`src/ilt_pkg.sv`:
```
// ----------------------------------------------------------------------------
// ilt_pkg
// Shared types and codes for the INI line tokenizer: parser states, character
// classes, line kinds, line status codes and the beats between the stages.
// ----------------------------------------------------------------------------
package ilt_pkg;

   localparam int QUEUE_DEPTH = 4;
   localparam int QUEUE_AW    = $clog2(QUEUE_DEPTH);
   localparam int OUTQ_DEPTH  = 2;
   localparam int OUTQ_AW     = $clog2(OUTQ_DEPTH);

   localparam logic [7:0] CH_LBRACK = 8'h5B;
   localparam logic [7:0] CH_RBRACK = 8'h5D;
   localparam logic [7:0] CH_HASH   = 8'h23;
   localparam logic [7:0] CH_EQ     = 8'h3D;
   localparam logic [7:0] CH_DOT    = 8'h2E;
   localparam logic [7:0] CH_BSLASH = 8'h5C;
   localparam logic [7:0] CH_DQUOTE = 8'h22;
   localparam logic [7:0] CH_SQUOTE = 8'h27;
   localparam logic [7:0] CH_LC_T   = 8'h74;
   localparam logic [7:0] CH_LC_R   = 8'h72;
   localparam logic [7:0] CH_LC_N   = 8'h6E;
   localparam logic [7:0] CH_UNDER  = 8'h5F;
   localparam logic [7:0] CH_SPACE  = 8'h20;
   localparam logic [7:0] CH_TAB    = 8'h09;
   localparam logic [7:0] CH_LF     = 8'h0A;
   localparam logic [7:0] CH_CR     = 8'h0D;

   localparam logic OP_CHAR = 1'b0;
   localparam logic OP_EOL  = 1'b1;

   localparam logic [2:0] CL_DROP    = 3'd0;
   localparam logic [2:0] CL_NAME    = 3'd1;
   localparam logic [2:0] CL_SECT    = 3'd2;
   localparam logic [2:0] CL_VALUE   = 3'd3;
   localparam logic [2:0] CL_TENT    = 3'd4;
   localparam logic [2:0] CL_COMMENT = 3'd5;
   localparam logic [2:0] CL_END     = 3'd6;

   localparam logic [1:0] KIND_BLANK   = 2'd0;
   localparam logic [1:0] KIND_KEY     = 2'd1;
   localparam logic [1:0] KIND_SECTION = 2'd2;

   localparam logic [2:0] ER_OK      = 3'd0;
   localparam logic [2:0] ER_NAME    = 3'd1;
   localparam logic [2:0] ER_MISSING = 3'd2;
   localparam logic [2:0] ER_QUOTING = 3'd3;
   localparam logic [2:0] ER_SECTION = 3'd4;
   localparam logic [2:0] ER_SYNTAX  = 3'd5;

   typedef enum logic [3:0] {
      ST_WS1     = 4'd0,
      ST_NAME    = 4'd1,
      ST_WS2     = 4'd2,
      ST_WS3     = 4'd3,
      ST_VALUE   = 4'd4,
      ST_WS4     = 4'd5,
      ST_QUOTE   = 4'd6,
      ST_QESC    = 4'd7,
      ST_WS5     = 4'd8,
      ST_WS6     = 4'd9,
      ST_SECT    = 4'd10,
      ST_WS7     = 4'd11,
      ST_COMMENT = 4'd12,
      ST_INVALID = 4'd13
   } state_type;

   typedef struct packed {
      logic       eol;
      logic [7:0] code;
      logic [7:0] esc_code;
      logic       is_ws;
      logic       is_key;
      logic       is_lbrack;
      logic       is_rbrack;
      logic       is_hash;
      logic       is_eq;
      logic       is_dot;
      logic       is_bslash;
      logic       is_dquote;
      logic       is_squote;
   } token_type;

   typedef struct packed {
      logic [7:0] char_out;
      logic [2:0] char_class;
      logic [1:0] line_kind;
      logic [2:0] line_status;
      logic       line_done;
   } result_type;

endpackage

```
`src/ilt_front.sv`:
```
// ----------------------------------------------------------------------------
// ilt_front
// Input classifier: tags each incoming byte (whitespace, key character,
// punctuation) and precomputes the escape translation.
// ----------------------------------------------------------------------------
module ilt_front (
   input  logic               opcode,
   input  logic [7:0]         char_code,
   output ilt_pkg::token_type token
);
   import ilt_pkg::*;

   always_comb begin
      token.eol       = (opcode == OP_EOL);
      token.code      = char_code;
      token.is_ws     = (char_code == CH_SPACE) ||
                        ((char_code >= CH_TAB) && (char_code <= CH_CR));
      token.is_key    = ((char_code >= 8'h30) && (char_code <= 8'h39)) ||
                        ((char_code >= 8'h41) && (char_code <= 8'h5A)) ||
                        ((char_code >= 8'h61) && (char_code <= 8'h7A)) ||
                        (char_code == CH_UNDER);
      token.is_lbrack = (char_code == CH_LBRACK);
      token.is_rbrack = (char_code == CH_RBRACK);
      token.is_hash   = (char_code == CH_HASH);
      token.is_eq     = (char_code == CH_EQ);
      token.is_dot    = (char_code == CH_DOT);
      token.is_bslash = (char_code == CH_BSLASH);
      token.is_dquote = (char_code == CH_DQUOTE);
      token.is_squote = (char_code == CH_SQUOTE);
      case (char_code)
         CH_LC_T: token.esc_code = CH_TAB;
         CH_LC_R: token.esc_code = CH_CR;
         CH_LC_N: token.esc_code = CH_LF;
         default: token.esc_code = char_code;
      endcase
   end

endmodule

```
`src/ilt_queue.sv`:
```
// ----------------------------------------------------------------------------
// ilt_queue
// Short token queue between the classifier and the parser.
// ----------------------------------------------------------------------------
module ilt_queue (
   input  logic               clock,
   input  logic               reset,
   input  logic               wr_en,
   input  ilt_pkg::token_type wr_token,
   output logic               full,
   input  logic               rd_en,
   output ilt_pkg::token_type rd_token,
   output logic               not_empty
);
   import ilt_pkg::*;

   token_type             mem [QUEUE_DEPTH];
   logic [QUEUE_AW-1:0]   wr_ptr_ff, wr_ptr_in;
   logic [QUEUE_AW-1:0]   rd_ptr_ff, rd_ptr_in;
   logic [QUEUE_AW:0]     count_ff, count_in;
   logic                  do_wr, do_rd;

   assign full      = (count_ff == (QUEUE_AW+1)'(QUEUE_DEPTH));
   assign not_empty = (count_ff != '0);
   assign do_wr     = wr_en && !full;
   assign do_rd     = rd_en && not_empty;
   assign rd_token  = mem[rd_ptr_ff];

   always_comb begin
      wr_ptr_in = do_wr ? wr_ptr_ff + 1'b1 : wr_ptr_ff;
      rd_ptr_in = do_rd ? rd_ptr_ff + 1'b1 : rd_ptr_ff;
      count_in  = count_ff;
      if (do_wr && !do_rd) begin
         count_in = count_ff + 1'b1;
      end else if (do_rd && !do_wr) begin
         count_in = count_ff - 1'b1;
      end
   end

   always_ff @(posedge clock) begin
      if (reset) begin
         wr_ptr_ff <= '0;
         rd_ptr_ff <= '0;
         count_ff  <= '0;
      end else begin
         wr_ptr_ff <= wr_ptr_in;
         rd_ptr_ff <= rd_ptr_in;
         count_ff  <= count_in;
      end
   end

   always_ff @(posedge clock) begin
      if (do_wr) begin
         mem[wr_ptr_ff] <= wr_token;
      end
   end

endmodule

```
`src/ilt_back.sv`:
```
// ----------------------------------------------------------------------------
// ilt_back
// Line parser: runs the fourteen-state machine on one token per cycle, while
// its two-entry output buffer has room, and places results in that buffer.
// ----------------------------------------------------------------------------
module ilt_back (
   input  logic                clock,
   input  logic                reset,
   input  ilt_pkg::token_type  tok,
   input  logic                tok_valid,
   output logic                tok_take,
   output ilt_pkg::result_type rsp,
   output logic                empty,
   input  logic                pop
);
   import ilt_pkg::*;

   state_type            state_ff, state_in;
   logic                 quote_single_ff, quote_single_in;
   logic [2:0]           error_ff, error_in;
   logic [1:0]           kind_ff, kind_in;
   logic                 go_err;
   logic [2:0]           err_code;
   logic [2:0]           cls;
   logic [7:0]           ch;
   logic [2:0]           eol_status;
   result_type           res;

   result_type           outq [OUTQ_DEPTH];
   logic [OUTQ_AW-1:0]   owr_ff, owr_in, ord_ff, ord_in;
   logic [OUTQ_AW:0]     ocount_ff, ocount_in;
   logic                 do_pop;

   assign empty    = (ocount_ff == '0);
   assign do_pop   = pop && !empty;
   assign tok_take = tok_valid &&
                     ((ocount_ff != (OUTQ_AW+1)'(OUTQ_DEPTH)) || do_pop);
   assign rsp      = outq[ord_ff];

   always_comb begin
      state_in        = state_ff;
      quote_single_in = quote_single_ff;
      kind_in         = kind_ff;
      go_err          = 1'b0;
      err_code        = ER_OK;
      cls             = CL_DROP;
      ch              = tok.code;
      unique case (state_ff)
         ST_WS1: begin
            if (tok.is_ws) begin
            end else if (tok.is_lbrack) begin
               state_in = ST_WS6;
            end else if (tok.is_key) begin
               cls = CL_NAME; kind_in = KIND_KEY; state_in = ST_NAME;
            end else if (tok.is_hash) begin
               state_in = ST_COMMENT;
            end else begin
               go_err = 1'b1; err_code = ER_NAME;
            end
         end
         ST_NAME: begin
            if (tok.is_key) cls = CL_NAME;
            else if (tok.is_ws) state_in = ST_WS2;
            else if (tok.is_eq) state_in = ST_WS3;
            else begin
               go_err = 1'b1; err_code = ER_NAME;
            end
         end
         ST_WS2: begin
            if (tok.is_ws) begin
            end else if (tok.is_eq) begin
               state_in = ST_WS3;
            end else begin
               go_err = 1'b1; err_code = ER_NAME;
            end
         end
         ST_WS3: begin
            if (tok.is_ws) begin
            end else if (tok.is_dquote || tok.is_squote) begin
               quote_single_in = tok.is_squote;
               state_in        = ST_QUOTE;
            end else begin
               cls = CL_VALUE; state_in = ST_VALUE;
            end
         end
         ST_VALUE: begin
            if (tok.is_ws) begin
               cls = CL_TENT; state_in = ST_WS4;
            end else begin
               cls = CL_VALUE;
            end
         end
         ST_WS4: begin
            if (tok.is_ws) cls = CL_TENT;
            else if (tok.is_hash) state_in = ST_COMMENT;
            else begin
               cls = CL_VALUE; state_in = ST_VALUE;
            end
         end
         ST_QUOTE: begin
            if (quote_single_ff ? tok.is_squote : tok.is_dquote) state_in = ST_WS5;
            else if (tok.is_bslash) state_in = ST_QESC;
            else cls = CL_VALUE;
         end
         ST_QESC: begin
            ch = tok.esc_code; cls = CL_VALUE; state_in = ST_QUOTE;
         end
         ST_WS5: begin
            if (tok.is_ws) begin
            end else if (tok.is_hash) begin
               state_in = ST_COMMENT;
            end else begin
               go_err = 1'b1; err_code = ER_SYNTAX;
            end
         end
         ST_WS6: begin
            if (tok.is_ws) begin
            end else if (tok.is_key) begin
               cls = CL_SECT; kind_in = KIND_SECTION; state_in = ST_SECT;
            end else begin
               go_err = 1'b1; err_code = ER_SECTION;
            end
         end
         ST_SECT: begin
            if (tok.is_key || tok.is_dot) cls = CL_SECT;
            else if (tok.is_rbrack) state_in = ST_WS5;
            else if (tok.is_ws) state_in = ST_WS7;
            else begin
               go_err = 1'b1; err_code = ER_SECTION;
            end
         end
         ST_WS7: begin
            if (tok.is_ws) begin
            end else if (tok.is_rbrack) begin
               state_in = ST_WS5;
            end else begin
               go_err = 1'b1; err_code = ER_SECTION;
            end
         end
         ST_COMMENT: begin
            cls = CL_COMMENT;
         end
         default: begin
            state_in = ST_INVALID;
         end
      endcase

      error_in = error_ff;
      if (go_err) begin
         state_in = ST_INVALID;
         if (error_ff == ER_OK) error_in = err_code;
      end

      eol_status = error_ff;
      if (error_ff == ER_OK) begin
         case (state_ff)
            ST_NAME, ST_WS2:          eol_status = ER_MISSING;
            ST_QUOTE, ST_QESC:        eol_status = ER_QUOTING;
            ST_WS6, ST_SECT, ST_WS7:  eol_status = ER_SYNTAX;
            default:                  eol_status = ER_OK;
         endcase
      end

      if (tok.eol) begin
         res.char_out    = '0;
         res.char_class  = CL_END;
         res.line_kind   = kind_ff;
         res.line_status = eol_status;
         res.line_done   = 1'b1;
         state_in        = ST_WS1;
         quote_single_in = 1'b0;
         error_in        = ER_OK;
         kind_in         = KIND_BLANK;
      end else begin
         res.char_out    = (cls == CL_DROP) ? 8'h00 : ch;
         res.char_class  = cls;
         res.line_kind   = KIND_BLANK;
         res.line_status = ER_OK;
         res.line_done   = 1'b0;
      end
   end

   always_comb begin
      owr_in    = tok_take ? owr_ff + 1'b1 : owr_ff;
      ord_in    = do_pop ? ord_ff + 1'b1 : ord_ff;
      ocount_in = ocount_ff;
      if (tok_take && !do_pop) begin
         ocount_in = ocount_ff + 1'b1;
      end else if (do_pop && !tok_take) begin
         ocount_in = ocount_ff - 1'b1;
      end
   end

   always_ff @(posedge clock) begin
      if (reset) begin
         state_ff        <= ST_WS1;
         quote_single_ff <= 1'b0;
         error_ff        <= ER_OK;
         kind_ff         <= KIND_BLANK;
         owr_ff          <= '0;
         ord_ff          <= '0;
         ocount_ff       <= '0;
      end else begin
         if (tok_take) begin
            state_ff        <= state_in;
            quote_single_ff <= quote_single_in;
            error_ff        <= error_in;
            kind_ff         <= kind_in;
         end
         owr_ff    <= owr_in;
         ord_ff    <= ord_in;
         ocount_ff <= ocount_in;
      end
   end

   always_ff @(posedge clock) begin
      if (tok_take) begin
         outq[owr_ff] <= res;
      end
   end

endmodule

```
`src/ini_line_tokenizer_core.sv`:
```
// ----------------------------------------------------------------------------
// ini_line_tokenizer_core
// Character tokenizer for one line of an INI-style file.
// ----------------------------------------------------------------------------
// Usage:
//   Input queue: drive req_opcode/req_char_code and raise push; a beat is
//   taken on a clock edge with push high and full low. Send the bytes of a
//   line, then one beat with req_opcode = 1 to close it.
//   Result queue: while empty is low the oldest result is on the rsp_ ports;
//   raise pop to take it. Every input beat yields exactly one result beat;
//   the line-end beat carries rsp_line_kind and rsp_line_status.
//   A taken beat is stored in the token queue; its result is then registered
//   in the result buffer. Throughput: one byte per cycle while it has room.
//   A four-deep token queue sits between classifier and parser, and a
//   two-deep result buffer follows the parser. When pop stays low the
//   result buffer fills, the parser halts, and full rises once the token
//   queue fills; no beat is lost.
//   Reset (synchronous, active high) empties both queues and returns the
//   parser to the start of a line.
// ----------------------------------------------------------------------------
module ini_line_tokenizer_core (
   input  logic       clock,
   input  logic       reset,
   input  logic       push,
   output logic       full,
   input  logic       req_opcode,
   input  logic [7:0] req_char_code,
   output logic       empty,
   input  logic       pop,
   output logic [7:0] rsp_char_out,
   output logic [2:0] rsp_char_class,
   output logic [1:0] rsp_line_kind,
   output logic [2:0] rsp_line_status,
   output logic       rsp_line_done
);
   import ilt_pkg::*;

   token_type  in_token;
   token_type  head_token;
   logic       head_valid;
   logic       head_take;
   result_type rsp;

   ilt_front u_front (
      .opcode    (req_opcode),
      .char_code (req_char_code),
      .token     (in_token)
   );

   ilt_queue u_queue (
      .clock     (clock),
      .reset     (reset),
      .wr_en     (push),
      .wr_token  (in_token),
      .full      (full),
      .rd_en     (head_take),
      .rd_token  (head_token),
      .not_empty (head_valid)
   );

   ilt_back u_back (
      .clock     (clock),
      .reset     (reset),
      .tok       (head_token),
      .tok_valid (head_valid),
      .tok_take  (head_take),
      .rsp       (rsp),
      .empty     (empty),
      .pop       (pop)
   );

   assign rsp_char_out    = rsp.char_out;
   assign rsp_char_class  = rsp.char_class;
   assign rsp_line_kind   = rsp.line_kind;
   assign rsp_line_status = rsp.line_status;
   assign rsp_line_done   = rsp.line_done;

`ifndef SYNTHESIS
   a_done_is_end: assert property (@(posedge clock) disable iff (reset)
      !empty |-> (rsp_line_done == (rsp_char_class == CL_END)))
      else $error("line_done and line-end class disagree");

   a_drop_zero: assert property (@(posedge clock) disable iff (reset)
      (!empty && (rsp_char_class == CL_DROP || rsp_char_class == CL_END))
         |-> (rsp_char_out == 8'h00))
      else $error("dropped or line-end beat carries a character");

   a_char_no_status: assert property (@(posedge clock) disable iff (reset)
      (!empty && !rsp_line_done)
         |-> (rsp_line_kind == KIND_BLANK && rsp_line_status == ER_OK))
      else $error("character beat carries line kind or status");

   a_no_take_when_stalled: assert property (@(posedge clock) disable iff (reset)
      (head_take && !pop) |-> !($past(!empty) && $past(!pop) && full && !head_valid))
      else $error("parser took a token without one queued");
`endif

endmodule

```
`config.mk`:
```
export PLATFORM = sky130hd
export DESIGN_NAME = ini_line_tokenizer_core
export DESIGN_NICKNAME = d
export VERILOG_FILES = /design/src/ilt_pkg.sv /design/src/ilt_front.sv /design/src/ilt_queue.sv /design/src/ilt_back.sv /design/src/ini_line_tokenizer_core.sv
export SDC_FILE = /design/constraint.sdc
export NUM_CORES = 1
export LEC_CHECK = 0
export BUFFER_PORTS_ARGS = -buffer_cell sky130_fd_sc_hd__buf_2
export CORE_ASPECT_RATIO = 0.7
export CORE_MARGIN = 1.5
export CORE_UTILIZATION = 32
export CTS_BUF_LIST = sky130_fd_sc_hd__clkbuf_8
export CTS_CLUSTER_SIZE = 24
export DETAILED_ROUTE_END_ITERATION = 10
export GPL_TIMING_DRIVEN = 0
export HOLD_SLACK_MARGIN = 0.1
export PLACE_DENSITY_LB_ADDON = 0.2
export SLEW_MARGIN = 40
export SYNTH_ARGS = -nofsm -noshare
export SYNTH_HDL_FRONTEND = slang
export SYNTH_SLANG_ARGS = --single-unit
```
`constraint.sdc`:
```
create_clock -name clock -period 2.6 [get_ports clock]
set_input_delay 0.26 -clock clock [delete_from_list [all_inputs] [get_ports clock]]
set_output_delay 0.26 -clock clock [all_outputs]
set_load 0.02 [all_outputs]
```
==> results.yml, run 1 <==
layout:
  fin_util_pct: 39.0
  antenna_cells: 0
  instances_no_fill: 942
  fin_nets: 637
  area_delta_synth_final_pct: 18.0
  drive_gt1_share_pct: 27.8
sta:
  tightest_slew_ns: 0.823
  skew_ns: 0.0131
  grt_setup_unrepaired: "true"
  min_period_over_period_pct: 99.8
  whs_ns: 0.136
  slew_headroom_pct: 45.2
  maxSlewViolCount: 0
  tns_ns: 0
  max_freq_ghz: 0.385
  fin_crit_ns: 2.59
  hold_viol_final: 0
  finalSetupViolations: 0
setup_path:
  slowest_stage: "mux4_2"
  cp_max_fo: 9
  worstRegToRegCells: 9
  reg2reg_slack_ns: 0.005
  timing.rr.end: "u_back.outq[0][16]"
  cp-endpoint: "u_back.outq[0][16]"
  max_stage_delay_ns: 0.55
  cp-end-kind: "flop"
  critPathLaunchType: "flop"
  path_class: "flop to flop"
  path_cells: "buf_8 > mux4_2 > or4_1 > a21o_1 > o211ai_1 > buf_4 > o211ai_4 > buf_12 > a21oi_4"
  required_ns: 2.92
  arrival_ns: 2.91
  timing.critical_path.buf_inv: 3
  cp_top_family: "compound AO/OA/AOI/OAI gates"
  worst-path-stages: 9
pwr:
  p_sw_mw: 3.34
  power_leakage_nw: 2.97
  power.share.clock_pct: 18.7
  swShare_pct: 37.3
  finalPower_mw: 8.94
  p_int_mw: 5.61
  comb_power_share_pct: 40.7
  worst_ir_drop_vdd_v: 0.000366
  pwr_density_cell_nw_per_um2: 1000
  p_seq_share_pct: 40.6
clocking:
  cts-root-buf: "clkbuf_8"
  cts_buffers: 17
  clockBufferDepth: 2
  numClockSinks: 165
  cts_tree: "built"
  path_clk_slew_ns: 0.09
  insertion_delay_ns: 0.47
  htreeDepth: 4
logic_synthesis:
  ys_seq_area_share_pct: 62.3
  syn_inst: 549
  synth_cell_types: 66
  synth-edff-count: 142
  synth_seq_cells: 165
  avgSynthCellArea_um2: 13.8
  yosysWarnings: 0
  synthArstFlopShare_pct: 0
  ys.flop_type: "edfxtp_1"
  syn-num-nets: 569
  syn_area_um2: 7580
die:
  num_rows: 46
  die_h_um: 132
  die-area_um2: 24600
  die_w_um: 187
  initial_core_util_pct: 33.0
  io_pins: 32
  core_area_um2: 23000
min_path:
  hold_path.class: "input pin to flop"
drt:
  wl_mm: 18.9
  postRouteAntennaNets: 0
  first_pass_iters: 5
  avgRoutedWirePerCell_um: 20.1
  vias: 4851
  drtIter0Drc: 391
  vias_per_cell: 5.15
  drc: 0
status:
  status: "finished clean"
flow_run:
  cap_viol_max_count: 0
grt:
  grtUsageTotal_pct: 15.8
  grt_overflow: 0
  grt_pass1_wl_mm: 29.1
  antenna_found_initial: 0
  grt_max_degree: 28
  grt_pass1_vias: 4822
placement:
  io_buffers: 31
  post-dp-hpwl_mm: 12.7
  place.gp.congestion: 0.870
  place_inst: 893
-- kinds of logic after synthesis --
group                      count (synthesis)  share of synthesized area (%)
xor gates and xnor gates                  10                           1.16
muxes                                     63                           13.7
and+or+nand+nor                          165                           11.1
AOI/OAI and AO/OA                         93                           7.99
adders and majority gates                  7                           1.25
DFF                                      165                           62.3
buffers and inverters                     46                           2.52
-- what timing repair did --
item | 4_1_cts | 5_1_grt
hold endpoints to repair | 20 | 0
resized for setup | 34 | 33
hold buffers | 5 | 0
buffers inserted | 5 | 7
endpoints found under the setup margin | 36 | 46
pin swaps | 5 | 7
gates cloned | 1 | 0
-- synth_stat cells, types with 4 or more instances --
cell / number / area share, %
o211ai_1: 4 / 0.40
nor4_1: 7 / 0.58
nand2_1: 25 / 1.2
nor2b_1: 15 / 1.2
inv_1: 13 / 0.64
clkbuf_1: 25 / 1.2
mux4_1: 6 / 2.1
mux2_2: 19 / 2.8
and2_1: 9 / 0.74
ha_1: 6 / 0.99
o41ai_1: 4 / 0.46
mux4_2: 23 / 6.8
nand4_1: 4 / 0.33
nand2b_1: 8 / 0.66
o21ai_0: 19 / 1.3
xor2_1: 7 / 0.81
nor3_1: 18 / 1.2
a31oi_1: 8 / 0.66
nand3_1: 6 / 0.40
dfxtp_1: 23 / 6.1
edfxtp_1: 142 / 56
nor2_1: 50 / 2.5
mux2i_1: 15 / 2.0
or3_1: 4 / 0.33
a21oi_1: 27 / 1.8
-- per-layer routing --
metal	wire length, um	track usage (%)
met5	0	0
met4	220	4.17
met3	1130	3.94
met2	7930	21.9
met1	9610	24.4
-- worst reg2reg max path, delay by kind of cell, from the launching register on --
family                 cells  cell delay (ns)
and+or+nand+nor            1             0.43
buffers and inverters      3             0.49
AOI/OAI and AO/OA          4             0.60
DFF                        1             0.38
muxes                      1             0.55
-- state kept, by name, summed over array words and instances, names as in the netlist, named ones only --
name,cells
u_queue.wr_ptr_ff,2
u_back.quote_single_ff,1
u_back.ord_ff,1
u_back.kind_ff,2
u_back.owr_ff,1
u_back.ocount_ff,2
u_queue.rd_ptr_ff,2
u_back.state_ff,4
u_back.outq,34
u_queue.count_ff,3
u_queue.mem,108
u_back.error_ff,2
-- per-stage QoR --
stage	area [um^2]	setup slack, ns
after floorplan	7580	0.285
after global placement	8130	-0.488
after detailed placement	8180	-0.504
after CTS	8760	-0.00211
after global routing	8950	-0.0308
final	8950	0.00520
-- worst min path at each step --
stage,start,endpoint,cells past startpoint
after detailed placement,req_opcode,u_queue.mem[3][26],1
final,req_char_code[5],u_queue.mem[0][23],1
after CTS,req_char_code[5],u_queue.mem[1][23],1
after global placement,u_back.kind_ff[1],u_back.kind_ff[1],2
after global routing,req_char_code[5],u_queue.mem[1][23],1
after floorplan,req_char_code[0],u_queue.mem[0][18],0
-- cell type report --
cell class	instances	area (um^2)
Fill cell	2181	14000
Timing Repair Buffer	50	380
Clock buffer	17	234
Sequential cell	165	4730
Tap cell	312	390
Multi-Input combinational cell	338	2880
Buffer	31	169
Inverter	14	53.8
Clock inverter	15	106
-- power by group through the flow --
stage / sequential (mW) / combinational, mW / clock (mW)
global route: 3.68 / 3.93 / 1.82
floorplan: 3.63 / 2.21 / 0
CTS: 3.63 / 3.43 / 1.72
detailed placement: 3.68 / 3.15 / 0
finish: 3.63 / 3.64 / 1.67
global placement: 3.67 / 3.09 / 0
-- cells in the final DEF, fill, tap and decap left out, drive strengths merged, types with 8 or more instances in the layout --
cell type  instances
edfxtp           142
buf               51
nor2              50
clkbuf            41
mux4              29
a21oi             27
nand2             25
dfxtp             23
o21ai             20
mux2              19
nor3              18
inv               17
nor2b             15
mux2i             15
clkinv            11
and2               9
nand2b             8
a31oi              8
Note: power is estimated with default switching activity, not from simulation.
==> run 2, diff against run 1 <==
--- a/config.mk
+++ b/config.mk
@@ -8,13 +8,14 @@
 export BUFFER_PORTS_ARGS = -buffer_cell sky130_fd_sc_hd__buf_2
 export CORE_ASPECT_RATIO = 0.7
 export CORE_MARGIN = 1.5
-export CORE_UTILIZATION = 32
+export CORE_UTILIZATION = 48
 export CTS_BUF_LIST = sky130_fd_sc_hd__clkbuf_8
 export CTS_CLUSTER_SIZE = 24
 export DETAILED_ROUTE_END_ITERATION = 10
 export GPL_TIMING_DRIVEN = 0
 export HOLD_SLACK_MARGIN = 0.1
 export PLACE_DENSITY_LB_ADDON = 0.2
+export SETUP_SLACK_MARGIN = 0.1
 export SLEW_MARGIN = 40
 export SYNTH_ARGS = -nofsm -noshare
 export SYNTH_HDL_FRONTEND = slang
==> run 2 against run 1 <==
Net effect: the flow now finishes with violations (DRC); combinational power down 3%; fmax increased by 1.7%; total power is 0.73% lower; sequential power barely moved; register-to-register slack better by 0.04 ns; critical path depth fell by 2; flip-flop and latch count did not move; highest routed layer unchanged.
==> results.yml, run 2 (synthesis results as in run 1) <==
clocking:
  clockBufferDepth: 2
  path_clk_slew_ns: 0.10
  insertion_delay_ns: 0.47
  cts-root-buf: "clkbuf_8"
  cts_tree: "built"
  htreeDepth: 4
  cts_buffers: 17
  numClockSinks: 165
grt:
  grt_overflow: 0
  antenna_found_initial: 0
  grt_max_degree: 18
  grt_pass1_vias: 4952
  grt_pass1_wl_mm: 27.5
  grtUsageTotal_pct: 22.6
die:
  die_w_um: 153
  die-area_um2: 16600
  initial_core_util_pct: 49.1
  io_pins: 32
  die_h_um: 108
  num_rows: 38
  core_area_um2: 15500
layout:
  area_delta_synth_final_pct: 16.4
  instances_no_fill: 834
  multi_input_area_um2: 2830
  fin_nets: 641
  layout_commonest_cell: "edfxtp_1"
  regMostFlops: "u_queue.mem"
  fillerInstances: 1273
  drive_gt1_share_pct: 27.6
  largestRegisters: "u_queue.mem x108, u_back.outq x34, u_back.state_ff x4"
  antenna_cells: 0
  regArea_um2: 4730
  largest_reg_flops: 108
  mostFrequentLayoutCells: "edfxtp_1, nor2_1, buf_2, mux4_2, nand2_1"
  final_area_um2: 8830
pwr:
  finalPower_mw: 8.88
  p_seq_share_pct: 40.9
  swShare_pct: 36.3
  p_sw_mw: 3.22
  worst_ir_drop_vdd_v: 0.000642
  comb_power_share_pct: 39.7
  power.share.clock_pct: 19.4
  power_leakage_nw: 2.99
  p_int_mw: 5.66
  pwr_density_cell_nw_per_um2: 1010
drt:
  avgRoutedWirePerCell_um: 21.0
  vias_per_cell: 5.89
  wl_mm: 17.5
  first_pass_iters: 8
  postRouteAntennaNets: 0
  drc: 4
  drtIter0Drc: 424
  vias: 4914
sta:
  hold_viol_final: 0
  finalSetupViolations: 0
  slew_headroom_pct: 48.3
  layout_setup_ws_ns: 0.0478
  max_freq_ghz: 0.392
  maxSlewViolCount: 0
  skew_ns: 0.0209
  fin_crit_ns: 2.55
  grt_setup_unrepaired: "true"
  tightest_slew_ns: 0.776
  min_period_over_period_pct: 98.2
setup_path:
  arrival_ns: 2.89
  required_ns: 2.94
  cp_max_fo: 5
  critPathLaunchType: "flop"
  worstRegToRegCells: 7
  path_class: "flop to flop"
  cp-end-kind: "flop"
placement:
  io_buffers: 31
  place_inst: 784
  post-dp-hpwl_mm: 12.1
  place_area_um2: 8110
  dp_slack_ns: -0.479
  place.gp.congestion: 0.892
flow_run:
  cap_viol_max_count: 0
status:
  violations: "DRC"
  status: "finished, violations left"
min_path:
  min_path_cells: 1
  hold_path.class: "input pin to flop"
==> run 2: changes by cell type in the layout (fill, tap and decap cells not counted), sizes merged, moves of 2 or more <==
cell         delta
clkbuf          +2
dlygate4sd3     +2
inv             +2
clkinv          -6
clkinvlp        +3
==> run 2: path summary, 6_finish.rpt <==
kind | to | startpoint | slack (ns)
worst min register to register | u_back.kind_ff[0] | u_back.kind_ff[0] | 0.50
worst max-delay path | u_back.state_ff[2] | flop | 0.05
worst min-delay path | u_queue.mem[3][19] | req_char_code[1] | 0.15
worst max register to register | u_back.state_ff[2] | flop | 0.05
==> run 2: per-layer routing <==
| metal | wire (um) | GRT usage [%] | share of wire, % |
|---|---|---|---|
| met5 | 0 | 0 | 0 |
| met4 | 348 | 7.49 | 2.0 |
| met3 | 1220 | 6.17 | 7.0 |
| met2 | 7570 | 32.9 | 43 |
| met1 | 8350 | 33.1 | 48 |
==> run 2: worst max-delay path, cell delays in order, from the launching register on <==
cell	delay (ns)
dfxtp_2	0.36
buf_6	0.14
mux4_2	0.55
or2_4	0.29
o41ai_4	0.40
a41oi_2	0.22
o41ai_2	0.38
a21oi_1	0.09
==> run 2: power groups by stage <==
stage	Combinational (mW)	Sequential, mW	Clock, mW
after floorplan	2.21	3.63	0
after global placement	3.00	3.67	0
after detailed placement	3.11	3.68	0
after CTS	3.36	3.63	1.76
after global routing	3.79	3.68	1.87
final	3.53	3.63	1.72
==> run 2: layout make-up <==
type | instances | area share [%]
sequential | 165 | 53.5
multi-input combinational | 338 | 32.1
timing repair buffer | 54 | 4.96
tap | 200 | 2.83
clock buffer | 17 | 2.65
buffer | 31 | 1.88
clock inverter | 15 | 1.46
inverter | 14 | 0.638
==> run 2: stage by stage <==
stage               hold WS (ns)  TNS [ns]  utilization, %
floorplan                  0.359         0               -
global placement           0.465     -8.77            51.7
detailed placement         0.473     -8.28            52.5
CTS                        0.125         0            56.4
global route               0.124  -0.00526            57.1
finish                     0.153         0            57.1
==> run 2: timing repair <==
action,CTS,global route
pin swaps,5,7
setup buffers,7,4
endpoints found under the setup margin,29,51
hold endpoints to repair,26,0
cloned,1,0
resized for setup,29,28
hold buffers,7,0
==> run 3, diff against run 2 <==
--- a/config.mk
+++ b/config.mk
@@ -6,10 +6,9 @@
 export NUM_CORES = 1
 export LEC_CHECK = 0
 export BUFFER_PORTS_ARGS = -buffer_cell sky130_fd_sc_hd__buf_2
-export CORE_ASPECT_RATIO = 0.7
 export CORE_MARGIN = 1.5
 export CORE_UTILIZATION = 48
-export CTS_BUF_LIST = sky130_fd_sc_hd__clkbuf_8
+export CTS_BUF_LIST = sky130_fd_sc_hd__clkbuf_2 sky130_fd_sc_hd__clkbuf_4 sky130_fd_sc_hd__clkbuf_8
 export CTS_CLUSTER_SIZE = 24
 export DETAILED_ROUTE_END_ITERATION = 10
 export GPL_TIMING_DRIVEN = 0
==> run 3 against run 2 <==
Net effect: the run now ends clean; utilization grew 1.0 points; non-clock buffer count down 3; critical path depth rose by 2; clock skew fell by 0.0073 ns; flip-flop and latch count did not move; fmax is 0.54% lower; cell count is 0.96% higher; critical endpoint is now u_back.outq[1][16]; largest power group unchanged; highest routed layer unchanged.
==> results.yml, run 3 (synthesis results as in run 1) <==
status:
  status: "finished clean"
pwr:
  pwr_density_cell_nw_per_um2: 1030
  power_leakage_nw: 3.01
  worst_ir_drop_vdd_v: 0.000405
layout:
  fillerInstances: 1281
  area_delta_synth_final_pct: 17.4
  mostFrequentLayoutCells: "edfxtp_1, nor2_1, buf_2, mux4_2, nand2_1"
  drive_gt1_share_pct: 27.4
  antenna_cells: 0
  largestRegisters: "u_queue.mem x108, u_back.outq x34, u_back.state_ff x4"
  largest_reg_flops: 108
  fin_util_pct: 58.1
  fin_nets: 638
  layout_commonest_cell: "edfxtp_1"
  regMostFlops: "u_queue.mem"
die:
  core_area_um2: 15300
  num_rows: 45
  die-area_um2: 16600
  io_pins: 32
  die_h_um: 129
  die_w_um: 129
  initial_core_util_pct: 49.5
drt:
  first_pass_iters: 5
  wirelength_met1_mm: 7.62
  vias_per_cell: 5.82
  drtIter0Drc: 344
  wl_met3_um: 746
  top_layer: "met4"
  vias: 4898
  drc: 0
  wl_mm: 16.8
  wl_met2_mm: 8.06
  avgRoutedWirePerCell_um: 20.0
  postRouteAntennaNets: 0
clocking:
  htreeDepth: 4
  insertion_delay_ns: 0.45
  numClockSinks: 165
  cts_tree: "built"
  cts_buffers: 17
  clockBufferDepth: 2
  path_clk_slew_ns: 0.08
  cts-root-buf: "clkbuf_8"
sta:
  finalSetupViolations: 0
  slew_headroom_pct: 45.6
  fin_crit_ns: 2.57
  skew_ns: 0.0136
  tightest_slew_ns: 0.809
  max_freq_ghz: 0.390
  layout_setup_ws_ns: 0.0340
  maxSlewViolCount: 0
  min_period_over_period_pct: 98.7
  grt_setup_unrepaired: "true"
  hold_viol_final: 0
setup_path:
  cp_max_fo: 8
  critPathLaunchType: "flop"
  cp-end-kind: "flop"
  required_ns: 2.89
  arrival_ns: 2.85
  path_class: "flop to flop"
  worstRegToRegCells: 9
  reg2reg_slack_ns: 0.03
  cp-endpoint: "u_back.outq[1][16]"
  timing.rr.end: "u_back.outq[1][16]"
min_path:
  hold_path.class: "input pin to flop"
  hold_start: "reset"
placement:
  dp_slack_ns: -0.503
  io_buffers: 31
  post-dp-hpwl_mm: 11.4
  place.gp.congestion: 0.957
grt:
  grt_max_degree: 19
  grt_overflow: 0
  grt_pass1_vias: 4839
  grtUsageTotal_pct: 21.4
  antenna_found_initial: 0
  grt_pass1_wl_mm: 26.3
flow_run:
  cap_viol_max_count: 0
[run 3: cell type report]
cell class,count,area (um^2),area share (%)
buffer,31,166,1.87
inverter,14,52.6,0.590
clock inverter,13,219,2.46
clock buffer,19,249,2.80
sequential,165,4730,53.1
multi-input combinational,338,2820,31.6
tap,211,264,2.96
timing repair buffer,51,410,4.61
[run 3: how the worst min path moves through the flow]
stage	end	slack, ns	cells past startpoint
after floorplan	u_queue.mem[0][18]	0.36	0
after CTS	u_back.state_ff[0]	0.10	4
after global placement	u_back.kind_ff[1]	0.46	2
final	u_back.state_ff[2]	0.15	4
after detailed placement	u_back.kind_ff[0]	0.48	2
after global routing	u_back.state_ff[2]	0.13	4
[run 3: per-stage QoR]
stage	TNS (ns)	std cells	hold WS (ns)	instance area [um^2]	total power, mW
global route	-0.564	842	0.127	8900	9.64
finish	0	842	0.152	8900	9.19
global placement	-7.13	791	0.465	8000	6.63
floorplan	0	549	0.359	7580	5.84
detailed placement	-7.31	795	0.479	8120	6.76
CTS	0	839	0.103	8780	9.06
[run 3: worst max-delay path: stages, from the launching register on]
cell and delay [ns]:
dfxtp_4 0.38, buf_8 0.13, mux4_2 0.52, or4_1 0.41, a21o_1 0.20, o211ai_1 0.18
buf_4 0.19, o31ai_4 0.05, buf_6 0.17, a21oi_2 0.17
[run 3: repair_timing]
action | CTS | global route
endpoints found under the hold margin | 28 | 0
gates resized for setup | 31 | 27
hold buffers | 7 | 0
setup endpoints to repair | 26 | 38
setup buffers | 4 | 4
pin swaps | 4 | 10
cloned | 1 | 0
[run 3: per-layer routing]
metal  track usage, %  up-vias
met3             4.78       24
met5                0        -
met1             28.7     2469
met4             7.87        0
met2             34.5      152
li1                 -     2253
[run 3: report_power, final]
group | internal, mW | leakage (nW) | switching, mW
registers | 3.45 | 1.49 | 0.180
logic | 1.41 | 1.28 | 2.02
clock network | 1.19 | 0.234 | 0.946
